===== config.mk =====
export PLATFORM = sky130hd
export DESIGN_NAME = wmt_queue
export DESIGN_NICKNAME = d
export VERILOG_FILES = /design/src/design/wmt_pkg.sv /design/src/design/wmt_queue.sv
export SDC_FILE = /design/constraint.sdc
export NUM_CORES = 1
export LEC_CHECK = 0
export BUFFER_PORTS_ARGS = -buffer_cell sky130_fd_sc_hd__buf_2
export CAP_MARGIN = 20
export CORE_MARGIN = 3
export CORE_UTILIZATION = 52
export DETAILED_ROUTE_END_ITERATION = 10
export PLACE_DENSITY = 0.77
export SLEW_MARGIN = 20
export SYNTH_ARGS = -nofsm -noshare
export SYNTH_HDL_FRONTEND = slang
export SYNTH_SLANG_ARGS = --single-unit

===== constraint.sdc =====
create_clock -name i_clk -period 4.55 [get_ports i_clk]
set_clock_uncertainty 0.05 [all_clocks]
set_input_delay 0.6825 -clock i_clk [delete_from_list [all_inputs] [get_ports i_clk]]
set_output_delay 0.6825 -clock i_clk [all_outputs]
set_load 0.005 [all_outputs]

===== src/design/wmt_pkg.sv =====
`timescale 1ns / 1ps

package wmt_pkg;

    localparam int MEM_WORDS = 16384;
    localparam int IDX_W     = $clog2(MEM_WORDS);
    localparam int Q_DEPTH   = 2;
    localparam int PTR_W     = (Q_DEPTH > 1) ? $clog2(Q_DEPTH) : 1;
    localparam int CNT_W     = $clog2(Q_DEPTH + 1);

    localparam logic [31:0] MEM_BASE   = 32'h8000_0000;
    localparam logic [31:0] TIMER_LO   = 32'ha000_0048;
    localparam logic [31:0] TIMER_HI   = 32'ha000_005c;
    localparam logic [31:0] SERIAL_OUT = 32'ha000_03f8;

    localparam logic [1:0] REQ_READ   = 2'd0;
    localparam logic [1:0] REQ_WRITE  = 2'd1;
    localparam logic [1:0] REQ_TICK   = 2'd2;
    localparam logic [1:0] REQ_UNUSED = 2'd3;

    localparam logic [1:0] SZ_ZERO = 2'd0;
    localparam logic [1:0] SZ_BYTE = 2'd1;
    localparam logic [1:0] SZ_HALF = 2'd2;
    localparam logic [1:0] SZ_WORD = 2'd3;

    typedef enum logic [2:0] {
        OP_NOP     = 3'd0,
        OP_RD_MEM  = 3'd1,
        OP_RD_TLO  = 3'd2,
        OP_RD_THI  = 3'd3,
        OP_WR_MEM  = 3'd4,
        OP_WR_UART = 3'd5,
        OP_TICK    = 3'd6
    } t_op;

    typedef struct packed {
        logic [1:0]  req_type;
        logic [31:0] addr;
        logic [31:0] write_data;
        logic [1:0]  store_size;
    } t_req;

    typedef struct packed {
        logic [31:0] read_data;
        logic        uart_valid;
        logic [7:0]  uart_byte;
    } t_rsp;

    typedef struct packed {
        t_op              op;
        logic [IDX_W-1:0] idx;
        logic [3:0]       byte_en;
        logic [31:0]      wdata;
        logic [7:0]       uart_byte;
    } t_cmd;

    typedef struct packed {
        logic push;
        t_cmd cmd;
    } t_push;

    typedef struct packed {
        logic valid;
        t_cmd cmd;
    } t_head;

endpackage


===== src/design/wmt_queue.sv =====
`timescale 1ns / 1ps

module wmt_queue (
    input  logic           i_clk,
    input  logic           i_rst_n,
    input  wmt_pkg::t_push i_push,
    input  logic           i_pop,
    output logic           o_full,
    output wmt_pkg::t_head o_head
);

    wmt_pkg::t_cmd                r_buf [wmt_pkg::Q_DEPTH];
    logic [wmt_pkg::PTR_W-1:0]    r_wptr;
    logic [wmt_pkg::PTR_W-1:0]    r_rptr;
    logic [wmt_pkg::CNT_W-1:0]    r_count;
    logic [wmt_pkg::PTR_W-1:0]    n_wptr;
    logic [wmt_pkg::PTR_W-1:0]    n_rptr;
    logic [wmt_pkg::CNT_W-1:0]    n_count;
    logic                         do_push;
    logic                         do_pop;

    assign o_full       = (r_count == wmt_pkg::CNT_W'(wmt_pkg::Q_DEPTH));
    assign o_head.valid = (r_count != '0);
    assign o_head.cmd   = r_buf[r_rptr];
    assign do_push      = i_push.push && !o_full;
    assign do_pop       = i_pop && o_head.valid;

    always_comb begin
        n_wptr  = r_wptr;
        n_rptr  = r_rptr;
        n_count = r_count;
        if (do_push) begin
            n_wptr = (r_wptr == wmt_pkg::PTR_W'(wmt_pkg::Q_DEPTH - 1)) ? '0 : r_wptr + 1'b1;
        end
        if (do_pop) begin
            n_rptr = (r_rptr == wmt_pkg::PTR_W'(wmt_pkg::Q_DEPTH - 1)) ? '0 : r_rptr + 1'b1;
        end
        if (do_push && !do_pop) begin
            n_count = r_count + 1'b1;
        end else if (do_pop && !do_push) begin
            n_count = r_count - 1'b1;
        end
    end

    always_ff @(posedge i_clk) begin
        if (!i_rst_n) begin
            r_wptr  <= '0;
            r_rptr  <= '0;
            r_count <= '0;
        end else begin
            r_wptr  <= n_wptr;
            r_rptr  <= n_rptr;
            r_count <= n_count;
        end
    end

    always_ff @(posedge i_clk) begin
        if (do_push) begin
            r_buf[r_wptr] <= i_push.cmd;
        end
    end

endmodule


# [Word-level counts from Yosys, hierarchy flattened]
# Memories as Yosys holds them, arrays and structs flattened. A register that Yosys moved wholly into a read port is not among the register bits.
# Cells that the tools add are included.
[op_classes] addsub=4 eq_ne=1 n_mux=8 reduce_logical=9
[op_table] cell="1-bit 2-to-1 mux" count=6
[op_table] cell="1-bit logical AND" count=4
[op_table] cell="2-bit 2-to-1 mux" count=2
[op_table] cell="2-bit nonzero test" count=2
[op_table] cell="1-bit logical NOT" count=3
[op_table] cell="1-bit adder, second input constant" count=2
[op_table] cell="2-bit by 1-bit adder with 2-bit output, second input constant" count=1
[op_table] cell="2-bit equality test, second input constant" count=1
[op_table] cell="2-bit by 1-bit subtractor with 2-bit output, second input constant" count=1
[totals] regBits=4 ram_bits=122 in_bits=65 output_inout_bits=63 word_cells=26 mem_count=1
[memory_table] memory="r_buf" depth=2 width=61 read_ports=1 rd_clocked_by_memory_dff=1 wr=1 line="wmt_queue.sv:12" source="wmt_pkg::t_cmd r_buf [wmt_pkg::Q_DEPTH];"

# [Longest topological paths before layout]
[depth] ltp_word=7 ltp_mapped=7 mapped_depth_nobuf=7

# [Worst setup path after synthesis]
# OpenSTA, ideal clock, no wires.
[synth_path] kind="input to register" start="input i_push[61] in the netlist's numbering" end="memory r_buf[0][0] in the netlist's numbering, enable pin" setup_ps=471 t_arrival_ps=3157 required_time_ps=4029 setup_slack_ps=873 path_stages=2 path_buffers=0 cell_sequence="inv_1 > nor3_2"
[synth_between] elab_chain_len=3
[synth_lines] element="start, declared" line="wmt_queue.sv:6" source="input wmt_pkg::t_push i_push,"
[synth_lines] element="1-bit logical AND" line="wmt_queue.sv:25" source="assign do_push = i_push.push && !o_full;"
[synth_lines] element="1-bit 2-to-1 mux" line="wmt_queue.sv:58" source="if (do_push) begin"
[synth_lines] element="1-bit 2-to-1 mux (implied by the code)" line="wmt_queue.sv:59" source="r_buf[r_wptr] <= i_push.cmd;"
[synth_lines] element="end, declared" line="wmt_queue.sv:12"
# No other way between the ends.

==> results.json <==
{
  "insertedDiodeCount": 0,
  "grt_pass1_wl_mm": 12.7,
  "start_kind": "flip-flop",
  "multi_input_area_um2": 823,
  "cts_root_buf": "clkbuf_8",
  "max_freq_mhz": 317,
  "power_density_mw_per_mm2": 599,
  "ir_drop_mv": 0.506,
  "placed_area_mm2": 0.00539,
  "synth.avg_cell_area_um2": 21.6,
  "worstSetupEndpointType": "output port",
  "routed_wl_mm": 8.21,
  "antenna_found_initial": 0,
  "drtAntennaViolNets": 0,
  "numPortBuffers": 127,
  "syn_area_mm2": 0.00464,
  "placed_cells": 443,
  "synthCells": 215,
  "cts_resized": 0,
  "place_hpwl_mm": 5.33,
  "crit_arrival_ns": 2.42,
  "seq_area_mm2": 0.00376,
  "rows": 33,
  "die_w_um": 100,
  "synth_nets": 281,
  "fp.dieH_um": 100,
  "worstMarginPinSlew_ns": 1.01,
  "layout.nets": 423,
  "core_mm2": 0.00842,
  "rsz0062_at_grt": "false",
  "area_delta_synth_final_pct": 29.2,
  "place.gp.congestion": 0.730,
  "htree_levels": 4,
  "clk_pin_slew_ns": 0.06,
  "p_total_mw": 3.59,
  "synth.distinct_cells": 22,
  "insertion_delay_ns": 0.49,
  "drive_gt1_share_pct": 61.1,
  "fin_tns_setup_ns": 0,
  "drtPass1Iterations": 7,
  "die_area_mm2": 0.0101,
  "vias": 2430,
  "clock_sinks": 127,
  "fin_crit_sh_pct": 69.4,
  "status": "completed",
  "num_io_pins": 128,
  "grt_max_degree": 63,
  "via_per_inst": 5.12,
  "cts_tree": "built",
  "wl_per_cell_um": 17.3,
  "final_common_cell": "buf_2",
  "cp_max_fo": 38,
  "initial_core_util_pct": 55.1,
  "worstRegToRegCells": 3,
  "post-route-min-period_ns": 3.16,
  "grt_overflow": 0,
  "hold_buffers": 0,
  "drv_slew": 0,
  "r2r-start": "r_count[0]",
  "grt_pass1_vias": 2471,
  "min-delay-start": "i_push[9]",
  "postCtsSetupRepairBufs": 0,
  "stdcell_area_mm2": 0.00599,
  "fillCellCount": 556,
  "hold_path.class": "in2reg",
  "holdPathStages": 1,
  "ys_seq_area_share_pct": 81.2,
  "numCtsBuffers": 17,
  "drc": 0,
  "p_leak_nw": 2.27,
  "max_slew_margin_pct": 32.6,
  "setup_viol": 0,
  "cts_buffer_depth": 2,
  "final_cell_mix": "buf_2 (127), edfxtp_1 (122), mux2_2 (61), clkbuf_16 (16), clkinvlp_4 (5)",
  "hold_violations": 0,
  "worst-setup-path-type": "reg2out",
  "layoutNonFillerInstCount": 475,
  "ys_warn_count": 0,
  "drt_iter0_markers": 106,
  "worstPathRequired_ns": 3.82,
  "grt_usage_pct": 17.0,
  "ys_seq_elements": 127,
  "cap_violations": 0
}
-- per-layer routing --
layer	part of all wire (%)	global-route usage [%]	wire length (µm)
met3	7.6	5.84	626
met4	1.1	5.91	87
met5	0	0	0
met1	41	20.7	3360
met2	50	28.4	4130
-- area by class of cell --
cell class	instances	area share, %
well taps	105	2.19
inverters	2	0.125
flip-flops and latches	127	62.8
clock inverters	15	3.22
multi-input cells	79	13.7
clock buffers	17	6.91
repair buffers	130	11.0
-- state kept, by name, summed over array words and instances, names as in the netlist, named ones only --
register,cells
r_wptr,1
r_rptr,1
r_buf,122
r_count,2
-- path summary, 6_finish.rpt --
| kind | slack [ns] | end |
|---|---|---|
| hold / removal | 0.32 | r_buf[0][9] |
| hold reg to reg | 0.49 | r_count[1] |
| setup reg to reg | 2.27 | r_buf[1][43] |
| setup / recovery | 1.39 | o_head[42] |
-- cells in the mapped netlist --
master	count	share of area, %
and2_1	3	0.40
mux2_2	61	15
buf_2	1	0.11
or2_2	1	0.14
nand2b_1	1	0.14
o21ai_1	1	0.11
a21boi_0	1	0.16
and3_1	1	0.14
inv_2	1	0.081
inv_1	1	0.081
a21boi_1	1	0.16
nor2_1	1	0.081
edfxtp_1	122	79
xnor2_1	2	0.38
or3_1	1	0.14
o21a_1	1	0.16
nor3_2	1	0.22
dfxtp_1	5	2.2
ha_1	1	0.27
xor2_1	1	0.19
buf_4	6	0.97
o21ai_0	1	0.11
-- worst max-delay path, cell delays in order (launching register included) --
cell	delay, ns
dfxtp_2	0.94
buf_4	0.45
mux2_2	0.40
buf_2	0.13
-- power breakdown --
part | leakage [nW] | internal, mW | switching, mW
Clock | 0.282 | 0.886 | 0.474
Combinational | 0.804 | 0.364 | 0.300
Sequential | 1.18 | 1.47 | 0.0893
-- logic make-up after synthesis --
kind of cell,Yosys count,synth area share [%]
AOI/OAI and AO/OA,5,0.702
and+or+nand+nor,9,1.24
adders and majority gates,1,0.270
xor gates and xnor gates,3,0.567
DFF,127,81.2
buffers and inverters,9,1.24
muxes,61,14.8
-- metrics by stage --
stage | util (%) | hold WS (ns) | worst slack (ns)
3_3_place_gp | 63.9 | 0.447 | 1.89
6_report | 71.1 | 0.319 | 1.39
3_5_place_dp | 63.9 | 0.458 | 1.86
4_1_cts | 71.1 | 0.292 | 1.31
2_1_floorplan | - | 0.429 | 0.873
5_1_grt | 71.1 | 0.289 | 1.25
Note: power is estimated with default switching activity, not from simulation.
