## config.mk

```make
export PLATFORM = sky130hd
export DESIGN_NAME = wmt_front
export DESIGN_NICKNAME = d
export VERILOG_FILES = /design/src/design/wmt_pkg.sv /design/src/design/wmt_front.sv
export SDC_FILE = /design/constraint.sdc
export NUM_CORES = 1
export LEC_CHECK = 0
export BUFFER_PORTS_ARGS = -buffer_cell sky130_fd_sc_hd__buf_4
export CAP_MARGIN = 5
export CORE_MARGIN = 5
export CORE_UTILIZATION = 31
export DETAILED_ROUTE_END_ITERATION = 7
export GPL_ROUTABILITY_DRIVEN = 0
export PLACE_DENSITY = 0.83
export SKIP_LAST_GASP = 1
export SLEW_MARGIN = 20
export SYNTH_ARGS = -nofsm -noshare
export SYNTH_HDL_FRONTEND = slang
export SYNTH_SLANG_ARGS = --single-unit
export TNS_END_PERCENT = 100
```

## constraint.sdc

```tcl
create_clock -name vclk -period 2.9
set_input_delay 0.58 -clock vclk [all_inputs]
set_output_delay 0.58 -clock vclk [all_outputs]
set_load 0.03 [all_outputs]
```

## src/design/wmt_pkg.sv

```systemverilog
`timescale 1ns / 1ps

package wmt_pkg;

    localparam int MEM_WORDS = 16384;
    localparam int IDX_W     = $clog2(MEM_WORDS);
    localparam int Q_DEPTH   = 2;
    localparam int PTR_W     = (Q_DEPTH > 1) ? $clog2(Q_DEPTH) : 1;
    localparam int CNT_W     = $clog2(Q_DEPTH + 1);

    localparam logic [31:0] MEM_BASE   = 32'h8000_0000;
    localparam logic [31:0] TIMER_LO   = 32'ha000_0048;
    localparam logic [31:0] TIMER_HI   = 32'ha000_005c;
    localparam logic [31:0] SERIAL_OUT = 32'ha000_03f8;

    localparam logic [1:0] REQ_READ   = 2'd0;
    localparam logic [1:0] REQ_WRITE  = 2'd1;
    localparam logic [1:0] REQ_TICK   = 2'd2;
    localparam logic [1:0] REQ_UNUSED = 2'd3;

    localparam logic [1:0] SZ_ZERO = 2'd0;
    localparam logic [1:0] SZ_BYTE = 2'd1;
    localparam logic [1:0] SZ_HALF = 2'd2;
    localparam logic [1:0] SZ_WORD = 2'd3;

    typedef enum logic [2:0] {
        OP_NOP     = 3'd0,
        OP_RD_MEM  = 3'd1,
        OP_RD_TLO  = 3'd2,
        OP_RD_THI  = 3'd3,
        OP_WR_MEM  = 3'd4,
        OP_WR_UART = 3'd5,
        OP_TICK    = 3'd6
    } t_op;

    typedef struct packed {
        logic [1:0]  req_type;
        logic [31:0] addr;
        logic [31:0] write_data;
        logic [1:0]  store_size;
    } t_req;

    typedef struct packed {
        logic [31:0] read_data;
        logic        uart_valid;
        logic [7:0]  uart_byte;
    } t_rsp;

    typedef struct packed {
        t_op              op;
        logic [IDX_W-1:0] idx;
        logic [3:0]       byte_en;
        logic [31:0]      wdata;
        logic [7:0]       uart_byte;
    } t_cmd;

    typedef struct packed {
        logic push;
        t_cmd cmd;
    } t_push;

    typedef struct packed {
        logic valid;
        t_cmd cmd;
    } t_head;

endpackage

```

## src/design/wmt_front.sv

```systemverilog
`timescale 1ns / 1ps

module wmt_front (
    input  logic          start,
    input  logic          i_full,
    input  wmt_pkg::t_req i_req,
    output logic          busy,
    output wmt_pkg::t_push o_push
);

    logic [31:0] off;
    logic [1:0]  lane;

    assign busy = i_full;
    assign off  = i_req.addr - wmt_pkg::MEM_BASE;
    assign lane = i_req.addr[1:0];

    always_comb begin
        o_push.push          = start && !i_full;
        o_push.cmd.op        = wmt_pkg::OP_NOP;
        o_push.cmd.idx       = off[wmt_pkg::IDX_W+1:2];
        o_push.cmd.byte_en   = 4'b1111;
        o_push.cmd.wdata     = '0;
        o_push.cmd.uart_byte = '0;

        unique case (i_req.store_size)
            wmt_pkg::SZ_BYTE: begin
                o_push.cmd.byte_en = 4'b0001 << lane;
                o_push.cmd.wdata   = {4{i_req.write_data[7:0]}};
            end
            wmt_pkg::SZ_HALF: begin
                o_push.cmd.byte_en = (lane == 2'd0) ? 4'b0011 : 4'b1100;
                o_push.cmd.wdata   = {2{i_req.write_data[15:0]}};
            end
            wmt_pkg::SZ_WORD: begin
                o_push.cmd.wdata = i_req.write_data;
            end
            default: begin
                o_push.cmd.wdata = '0;
            end
        endcase

        unique case (i_req.req_type)
            wmt_pkg::REQ_READ: begin
                if (i_req.addr == wmt_pkg::TIMER_LO) begin
                    o_push.cmd.op = wmt_pkg::OP_RD_TLO;
                end else if (i_req.addr == wmt_pkg::TIMER_HI) begin
                    o_push.cmd.op = wmt_pkg::OP_RD_THI;
                end else begin
                    o_push.cmd.op = wmt_pkg::OP_RD_MEM;
                end
            end
            wmt_pkg::REQ_WRITE: begin
                if (i_req.addr == wmt_pkg::SERIAL_OUT) begin
                    o_push.cmd.op        = wmt_pkg::OP_WR_UART;
                    o_push.cmd.uart_byte = o_push.cmd.wdata[7:0];
                end else begin
                    o_push.cmd.op = wmt_pkg::OP_WR_MEM;
                end
            end
            wmt_pkg::REQ_TICK: begin
                o_push.cmd.op = wmt_pkg::OP_TICK;
            end
            default: begin
                o_push.cmd.op = wmt_pkg::OP_NOP;
            end
        endcase
    end

endmodule

```

Word-level counts from Yosys, hierarchy flattened --
Index checks and enable logic that the tools add are counted.
Operators by class: add/subtract/negate cells 1, shifts and indexed selects 1, multiplexer cells 9, equality and inequality tests 8, reduce and logical (&&, ||, !) cells 4
Operators by type and width (number):
- equality test 32 bit, second input constant | 3
- case mux 32 bit (3 select lines) | 1
- 2-to-1 mux 8 bit | 2
- subtractor 16 x 1 -> 16 bit, second input constant | 1
- case mux 3 bit (3 select lines) | 1
- case mux 4 bit (2 select lines) | 1
- equality test 2 bit, second input constant | 3
- equality test 2 x 1 -> 1 bit, second input constant | 2
- zero test 2 bit | 2
- 2-to-1 mux 2 bit | 2
- 2-to-1 mux 4 bit | 1
- left shift 1 x 2 -> 4 bit, first input constant | 1
- logical AND 1 bit | 1
- zero test 1 bit | 1
- 2-to-1 mux 1 bit | 1
Word-level totals: bits of input ports 70, register bits after elaboration 0, word-level logic and storage cells 23, output and inout bits 63

Longest topological paths before layout --
Gate-level depths: netlist of run 1.
depth in word-level cells 4, mapped depth 7, mapped depth without buffers 6

Worst setup path before layout of run 1 --
Ideal clock, no wire load.
path type input-to-output, start input port i_req[1] in the netlist's numbering, end output port o_push[41] in the netlist's numbering, data arrival time 2.355 ns, path slack -0.035 ns, path buffers 3, stages on the path 7, cell sequence clkbuf_1 -> inv_1 -> ha_1 -> clkbuf_1 -> buf_1 -> mux2i_1 -> o21ai_0
RTL lines:
- from (decl) | line wmt_front.sv:6 | input wmt_pkg::t_req i_req,
- to (decl) | line wmt_front.sv:8 | output wmt_pkg::t_push o_push

==> out/results.tsv, run 1 <==
metric	value	unit
status	complete, no violations	
Syn Area/Cell	6.53	µm²
Distinct cells, synth	28	
Diodes inserted	0	
FP Rows	19	
Leakage	1.00	nW
cell-internal power	0.000166	W
Synth Warn #	0	
Fmax achieved	367	MHz
setup_tns	0	ns
cell mode on critical path	buf_4	
max_slew headroom	0.587	
Clock Buffer Count	0	
critical path capture point	o_push[3]	
type of the most critical hold path	in2out	
top-count cell post-synth	nor2_1	
WL/cell	15.5	µm
Layout area overhead	101	%
CP arrival	2.14	ns
WHS	1.39	ns
Post-Layout Inst Area	1820	µm²
slowest CP cell	or4_4	
number of global-route vias before repair	1421	
RSZ-0062 raised after global routing	false	
DP Wirelength	3.73	mm
largest area contributor in the netlist	a22oi_1	
Die ar.	4110	µm²
Post-layout nets	330	
Final Hold Viols	0	
worst path cell trace	buf_4 -> or4_4 -> nor4_4 -> and4_4 -> and2_1 -> buf_4	
Sw Pwr	0.000214	W
switching part of the total power	0.562	
Initial Util	0.326	
Setup CP Type	in2out	
largest net degree at the start of global routing	25	
register area	0	µm²
max-slew violations	0	
Power Density	209	nW/µm²
Hold-fix buffers, CTS	0	
Via density	5.10	
I/O Buffers	133	
Die Wd	64.1	µm
Tmin final	2.72	ns
grt total ovfl	0	
Post-Syn Area	907	µm²
max cap viols	0	
syn_nets	216	
Final ANT Viol Nets	0	
Worst VDD drop	164	µV
Syn Inst Count	139	
Die H	64.1	µm
antenna violations before repair	0	
DR iter-0 viols	103	
worst-margin pin slew	0.619	ns
CP max FO	8	
final wirelength	4.38	mm
final worst-path cycle share	0.939	
CTS resizes	0	
main area contributors after synthesis	a22oi_1 13%, buf_4 13%, nor2_1 11%	
layout cell share with drive strength beyond 1	0.574	
Vias	1439	
WP data required	2.32	ns
total core area	2780	µm²
GRT Overall Usage	0.190	
nature of the critical path startpoint	primary input	
sequential power share	0	
Post-CTS Setup Bufs	0	
DP Area	1820	µm²
CP Capture Type	output port	
register area share after synthesis	0	
combinational group share of total power	1.000	
DRC viols	0	
1st-pass router iterations	5	
CP max stage delay	0.56	ns
first-pass GRT wire length	6.69	mm
Top Ports	133	
Post-synth top cells	27 x nor2_1, 16 x a22oi_1, 16 x and2_1, 16 x buf_4	
seq_cells	0	
Clk pwr share	0	
post-synth top area share	0.132	
critical path launch point	i_req[45]	
final setup fails	0	
[through the flow]
step,cells,util,total power [W],setup WS (ns)
after floorplan,139,-,0.000208,0.187
after global placement,282,0.655,0.000377,0.216
after detailed placement,282,0.655,0.000381,0.178
after CTS,282,0.655,0.000382,0.175
after global routing,282,0.655,0.000404,0.129
final,282,0.655,0.000380,0.178
[final cells by class]
type,count,area (µm²)
repair buffers,137,1030
fillers,261,961
multi-input cells,107,727
well taps,31,38.8
inverters,7,26.3
[logic make-up (layout without fill, tap and decap cells)]
kind of cell / after synthesis / in the layout / synth area share
AO/OA/AOI/OAI: 31 / 31 / 0.265
adder cells (fa/ha/maj): 7 / 7 / 0.0965
XOR/XNOR: 1 / 1 / 0.00966
buffers and inverters: 32 / 144 / 0.199
AND/OR/NAND/NOR: 67 / 67 / 0.419
multiplexers: 1 / 1 / 0.0110
[worst min-delay path by stage]
| stage | cells past startpoint | to | slack [ns] | start |
|---|---|---|---|---|
| 6_report | 2 | o_push[57] | 1.39 | i_req[49] |
| 3_5_place_dp | 2 | o_push[57] | 1.39 | i_req[49] |
| 3_3_place_gp | 2 | o_push[56] | 1.38 | i_req[48] |
| 2_1_floorplan | 1 | o_push[61] | 1.27 | i_full |
| 5_1_grt | 2 | o_push[57] | 1.39 | i_req[49] |
| 4_1_cts | 2 | o_push[57] | 1.39 | i_req[49] |
[metal layers]
metal	vias up	part of all wire	wire length (µm)	global-route usage
met5	-	0	0	0
met4	0	0.014	61	0.0331
met3	6	0.087	383	0.0403
met2	61	0.52	2270	0.339
met1	655	0.38	1670	0.234
li1	717	-	-	-
[worst max-delay path, delay by kind of cell]
family	cells	cell delay [ns]
buffers and inverters	2	0.27
and+or+nand+nor	4	1.29
[layout by cell type (no fill, tap or decap), types with 3 or more instances in the layout]
cell type / n
a222oi_1: 8
a22oi_1: 16
and2_1: 16
buf_4: 137
ha_1: 7
inv_1: 7
nand2_1: 3
nand3_1: 3
nor2_1: 27
nor4b_1: 4
o21ai_0: 3
[power by group through the flow]
stage	logic (W)	registers (W)	clock network, W
after global routing	0.000404	0	0
after CTS	0.000382	0	0
after floorplan	0.000208	0	0
after detailed placement	0.000381	0	0
final	0.000380	0	0
after global placement	0.000377	0	0
Note: power is estimated with default switching activity, not from simulation.
==> run 2: changes to the inputs <==
--- a/config.mk
+++ b/config.mk
@@ -5,13 +5,14 @@
 export SDC_FILE = /design/constraint.sdc
 export NUM_CORES = 1
 export LEC_CHECK = 0
+export ABC_AREA = 1
 export BUFFER_PORTS_ARGS = -buffer_cell sky130_fd_sc_hd__buf_4
 export CAP_MARGIN = 5
 export CORE_MARGIN = 5
-export CORE_UTILIZATION = 31
+export CORE_UTILIZATION = 37
 export DETAILED_ROUTE_END_ITERATION = 7
 export GPL_ROUTABILITY_DRIVEN = 0
-export PLACE_DENSITY = 0.83
+export PLACE_DENSITY = 0.84
 export SKIP_LAST_GASP = 1
 export SLEW_MARGIN = 20
 export SYNTH_ARGS = -nofsm -noshare
==> out/results.tsv, run 2 <==
metric	value	unit	change
status	complete, no violations		
Synth Warn #	0		unchanged
sequential power share	0		unchanged
Vias	1823		+27%
top-count cell post-synth	nand2_1		
I/O Buffers	133		unchanged
1st-pass router iterations	4		-1
most common cell after layout, fill and taps aside	buf_4		
setup_tns	0	ns	unchanged
Syn Inst Count	247		+78%
grt total ovfl	0		unchanged
number of global-route vias before repair	1584		+11%
met1 usage	0.226		-0.00879
worst-margin pin slew	0.626	ns	+0.00747 ns
CP Capture Type	output port		
final worst-path cycle share	0.945		+0.00662
Die Wd	67.7	µm	+5.6%
syn_nets	324		+50%
WL/cell	11.8	µm	-24%
gr busiest metal	met2		
Via density	4.53		-11%
final wirelength	4.73	mm	+8.0%
CP max FO	17		+9
Die ar.	4580	µm²	+12%
RSZ-0062 raised after global routing	false		
GRT Overall Usage	0.183		-0.00627
main area contributors after synthesis	nand2_1 27%, inv_1 16%, buf_4 9.1%		
layout cell share with drive strength beyond 1	0.430		-0.144
Layout area overhead	72.6	%	
total core area	3280	µm²	+18%
register area share after synthesis	0		unchanged
Diodes inserted	0		unchanged
fillcell total	314		+20%
switching part of the total power	0.589		+0.0263
DP Wirelength	4.06	mm	+8.8%
max_slew headroom	0.582		-0.00498
Hold-fix buffers, CTS	0		unchanged
WHS	1.39	ns	+0.00120 ns
Setup CP Type	in2out		
Leakage	1.37	nW	+37%
DRC viols	0		unchanged
Post-synth top cells	88 x nand2_1, 54 x inv_1, 19 x nor2_1		
Top Ports	133		unchanged
Worst VDD drop	137	µV	-16%
largest area contributor in the netlist	nand2_1		
area of the multi-input gates	853	µm²	+17%
FP Rows	21		+2
Final ANT Viol Nets	0		unchanged
CTS resizes	0		unchanged
most frequent cells in the layout	133 x buf_4, 88 x nand2_1, 54 x inv_1		
Power Density	189	nW/µm²	-9.3%
DR iter-0 viols	128		+24%
cell-internal power	0.000166	W	-0.49%
WP data required	2.32	ns	about the same
Distinct cells, synth	26		-7.1%
Final Hold Viols	0		unchanged
largest net degree at the start of global routing	19		-24%
combinational group share of total power	1.000		about the same
Hold Path Stages	2		unchanged
Post-Syn Area	1230	µm²	+36%
DP Area	2120	µm²	+17%
first-pass GRT wire length	6.87	mm	+2.6%
seq_cells	0		unchanged
Clock Buffer Count	0		unchanged
type of the most critical hold path	in2out		
M2 GR Usage	0.361		+0.0217
Syn Area/Cell	4.98	µm²	-24%
Post-CTS Setup Bufs	0		unchanged
GR Layer Usage met3	0.0133		-0.0270
Core Util, Final	0.647		-0.00766
max cap viols	0		unchanged
Post-layout nets	435		+32%
post-synth top area share	0.268		+0.136
Clk pwr share	0		unchanged
final setup fails	0		unchanged
Fmax achieved	365	MHz	-0.70%
nature of the critical path startpoint	primary input		
register area	0	µm²	unchanged
Post-Layout Inst Area	2120	µm²	+17%
Initial Util	0.375		+0.0487
CP arrival	2.16	ns	+0.02 ns
Sw Pwr	0.000237	W	+11%
antenna violations before repair	0		unchanged
max-slew violations	0		unchanged
Die H	67.7	µm	+5.6%
Tmin final	2.74	ns	+0.0192 ns
==> run 2: stage by stage <==
step / power [W] / setup WS (ns) / std cells
floorplan: 0.000235 / -0.0603 / 247
global placement: 0.000398 / 0.293 / 402
detailed placement: 0.000403 / 0.198 / 402
CTS: 0.000404 / 0.192 / 402
global route: 0.000431 / 0.0424 / 402
finish: 0.000402 / 0.159 / 402
==> run 2: critical path: stages <==
cell,delay [ns]
buf_4,0.16
inv_1,0.08
ha_1,0.37
clkinv_2,0.34
o21ai_4,0.32
nor2_1,0.10
buf_4,0.19
==> run 2: worst paths after layout <==
path / end / start
max: o_push[14] / i_req[1]
min: busy / i_full
==> run 2: cell type report <==
type,count,area share
well taps,46,0.0271
repair buffers,133,0.470
multi-input cells,166,0.402
inverters,57,0.101
==> run 2: power groups by stage <==
stage	clock [W]	combinational (W)	sequential, W
2_1_floorplan	0	0.000235	0
3_3_place_gp	0	0.000398	0
3_5_place_dp	0	0.000403	0
4_1_cts	0	0.000404	0
5_1_grt	0	0.000431	0
6_report	0	0.000402	0
==> run 2: cell families after synthesis <==
logic type / Yosys count / synth area share
buf+inv: 81 / 0.307
fa+ha+maj: 7 / 0.0711
simple gates: 143 / 0.534
compound gates: 16 / 0.0884
==> run 2: layer usage <==
layer | vias to the layer above | wire length (µm)
li1 | 942 | -
met1 | 805 | 1810
met2 | 76 | 2540
met3 | 0 | 380
met4 | 0 | 0
met5 | - | 0
==> run 3: changes to the inputs <==
--- a/config.mk
+++ b/config.mk
@@ -8,11 +8,11 @@
 export ABC_AREA = 1
 export BUFFER_PORTS_ARGS = -buffer_cell sky130_fd_sc_hd__buf_4
 export CAP_MARGIN = 5
-export CORE_MARGIN = 5
 export CORE_UTILIZATION = 37
 export DETAILED_ROUTE_END_ITERATION = 7
 export GPL_ROUTABILITY_DRIVEN = 0
 export PLACE_DENSITY = 0.84
+export RECOVER_POWER = 50
 export SKIP_LAST_GASP = 1
 export SLEW_MARGIN = 20
 export SYNTH_ARGS = -nofsm -noshare
==> out/results.tsv, run 3 (synthesis results as in run 2) <==
metric	value	unit	change
status	complete, no violations		
1st-pass router iterations	5		+1
final worst-path cycle share	0.921		-0.0241
total core area	3100	µm²	-5.5%
largest net degree at the start of global routing	18		-1
grt total ovfl	0		unchanged
antenna violations before repair	0		unchanged
Power Density	187	nW/µm²	-1.0%
GR Layer Usage met3	0.0152		+0.00184
seq_cells	0		unchanged
Post-layout nets	436		+0.23%
first-pass GRT wire length	6.40	mm	-6.8%
most frequent cells in the layout	106 x buf_4, 89 x nand2_1, 54 x inv_1		
Vias	1812		-0.60%
Die ar.	3560	µm²	-22%
nature of the critical path startpoint	primary input		
FP Rows	20		-4.8%
Via density	4.52		-0.36%
pre-CTS setup slack	0.234	ns	+0.0360 ns
Final Worst Setup Slack	0.229	ns	+0.0700 ns
final wirelength	4.21	mm	-11%
CTS resizes	0		unchanged
worst-margin pin slew	0.539	ns	-0.0876 ns
Die Wd	59.7	µm	-12%
final setup fails	0		unchanged
switching part of the total power	0.615		+0.0269
sequential power share	0		unchanged
max-slew violations	0		unchanged
I/O Buffers	133		unchanged
RSZ-0062 raised after global routing	false		
Final Hold Viols	0		unchanged
Layout area overhead	63.8	%	
CP Capture Type	output port		
Fmax achieved	374	MHz	+2.6%
Sw Pwr	0.000233	W	-1.7%
Leakage	1.26	nW	-8.5%
number of global-route vias before repair	1517		-4.2%
Setup CP Type	in2out		
max_slew headroom	0.641		+0.0584
max cap viols	0		unchanged
GRT Overall Usage	0.224		+0.0403
Top Ports	133		unchanged
gr busiest metal	met2		
most common cell after layout, fill and taps aside	buf_4		
type of the most critical hold path	in2out		
Clock Buffer Count	0		unchanged
DP Wirelength	3.61	mm	-11%
CP max FO	17		unchanged
Post-CTS Setup Bufs	0		unchanged
layout cell share with drive strength beyond 1	0.350		-0.0796
CP arrival	2.09	ns	-0.07 ns
combinational group share of total power	1.000		about the same
Die H	59.7	µm	-12%
M2 GR Usage	0.427		+0.0661
register area	0	µm²	unchanged
Diodes inserted	0		unchanged
cell-internal power	0.000145	W	-12%
WP data required	2.32	ns	about the same
fillcell total	356		+13%
Worst VDD drop	101	µV	-26%
met1 usage	0.277		+0.0510
DRC viols	0		unchanged
Pwr Total	0.000378	W	-6.0%
Tmin final	2.67	ns	-0.0700 ns
WHS	1.47	ns	+0.0839 ns
DR iter-0 viols	96		-25%
Hold-fix buffers, CTS	0		unchanged
Initial Util	0.397		+0.0219
Final ANT Viol Nets	0		unchanged
WL/cell	10.5	µm	-11%
Clk pwr share	0		unchanged
==> run 3: worst paths after layout <==
path	startpoint	to	slack (ns)	cells past startpoint
worst max-delay path	i_req[1]	o_push[0]	0.23	7
worst min-delay path	i_req[49]	o_push[57]	1.47	2
==> run 3: cell type report <==
cell class | count | area (µm²) | share of cell area
well taps | 44 | 55.1 | 0.0273
repair buffers | 134 | 901 | 0.447
multi-input cells | 166 | 846 | 0.419
inverters | 57 | 215 | 0.107
==> run 3: critical path, cell delays in order <==
cell and delay [ns]:
buf_4 0.16, inv_1 0.08, ha_1 0.34, clkinv_2 0.32, o21ai_4 0.30, nor3_2 0.12
buf_4 0.19
==> run 3: through the flow <==
stage / utilization / area, µm² / TNS (ns) / instances
final: 0.650 / 2020 / 0 / 401
after global routing: 0.650 / 2020 / 0 / 401
after CTS: 0.686 / 2130 / 0 / 401
after detailed placement: 0.686 / 2130 / 0 / 401
after global placement: 0.686 / 2130 / 0 / 401
after floorplan: - / 1230 / -0.181 / 247
==> run 3: power by group through the flow <==
stage | Combinational [W] | Clock (W) | Sequential (W)
after floorplan | 0.000235 | 0 | 0
after global placement | 0.000396 | 0 | 0
after detailed placement | 0.000400 | 0 | 0
after CTS | 0.000401 | 0 | 0
after global routing | 0.000410 | 0 | 0
final | 0.000378 | 0 | 0
==> run 3: metal layers <==
metal / routed length (µm) / up-vias / share of wire
met1: 1750 / 801 / 0.42
met5: 0 / - / 0
li1: - / 942 / -
met3: 200 / 6 / 0.048
met4: 68 / 0 / 0.016
met2: 2190 / 63 / 0.52
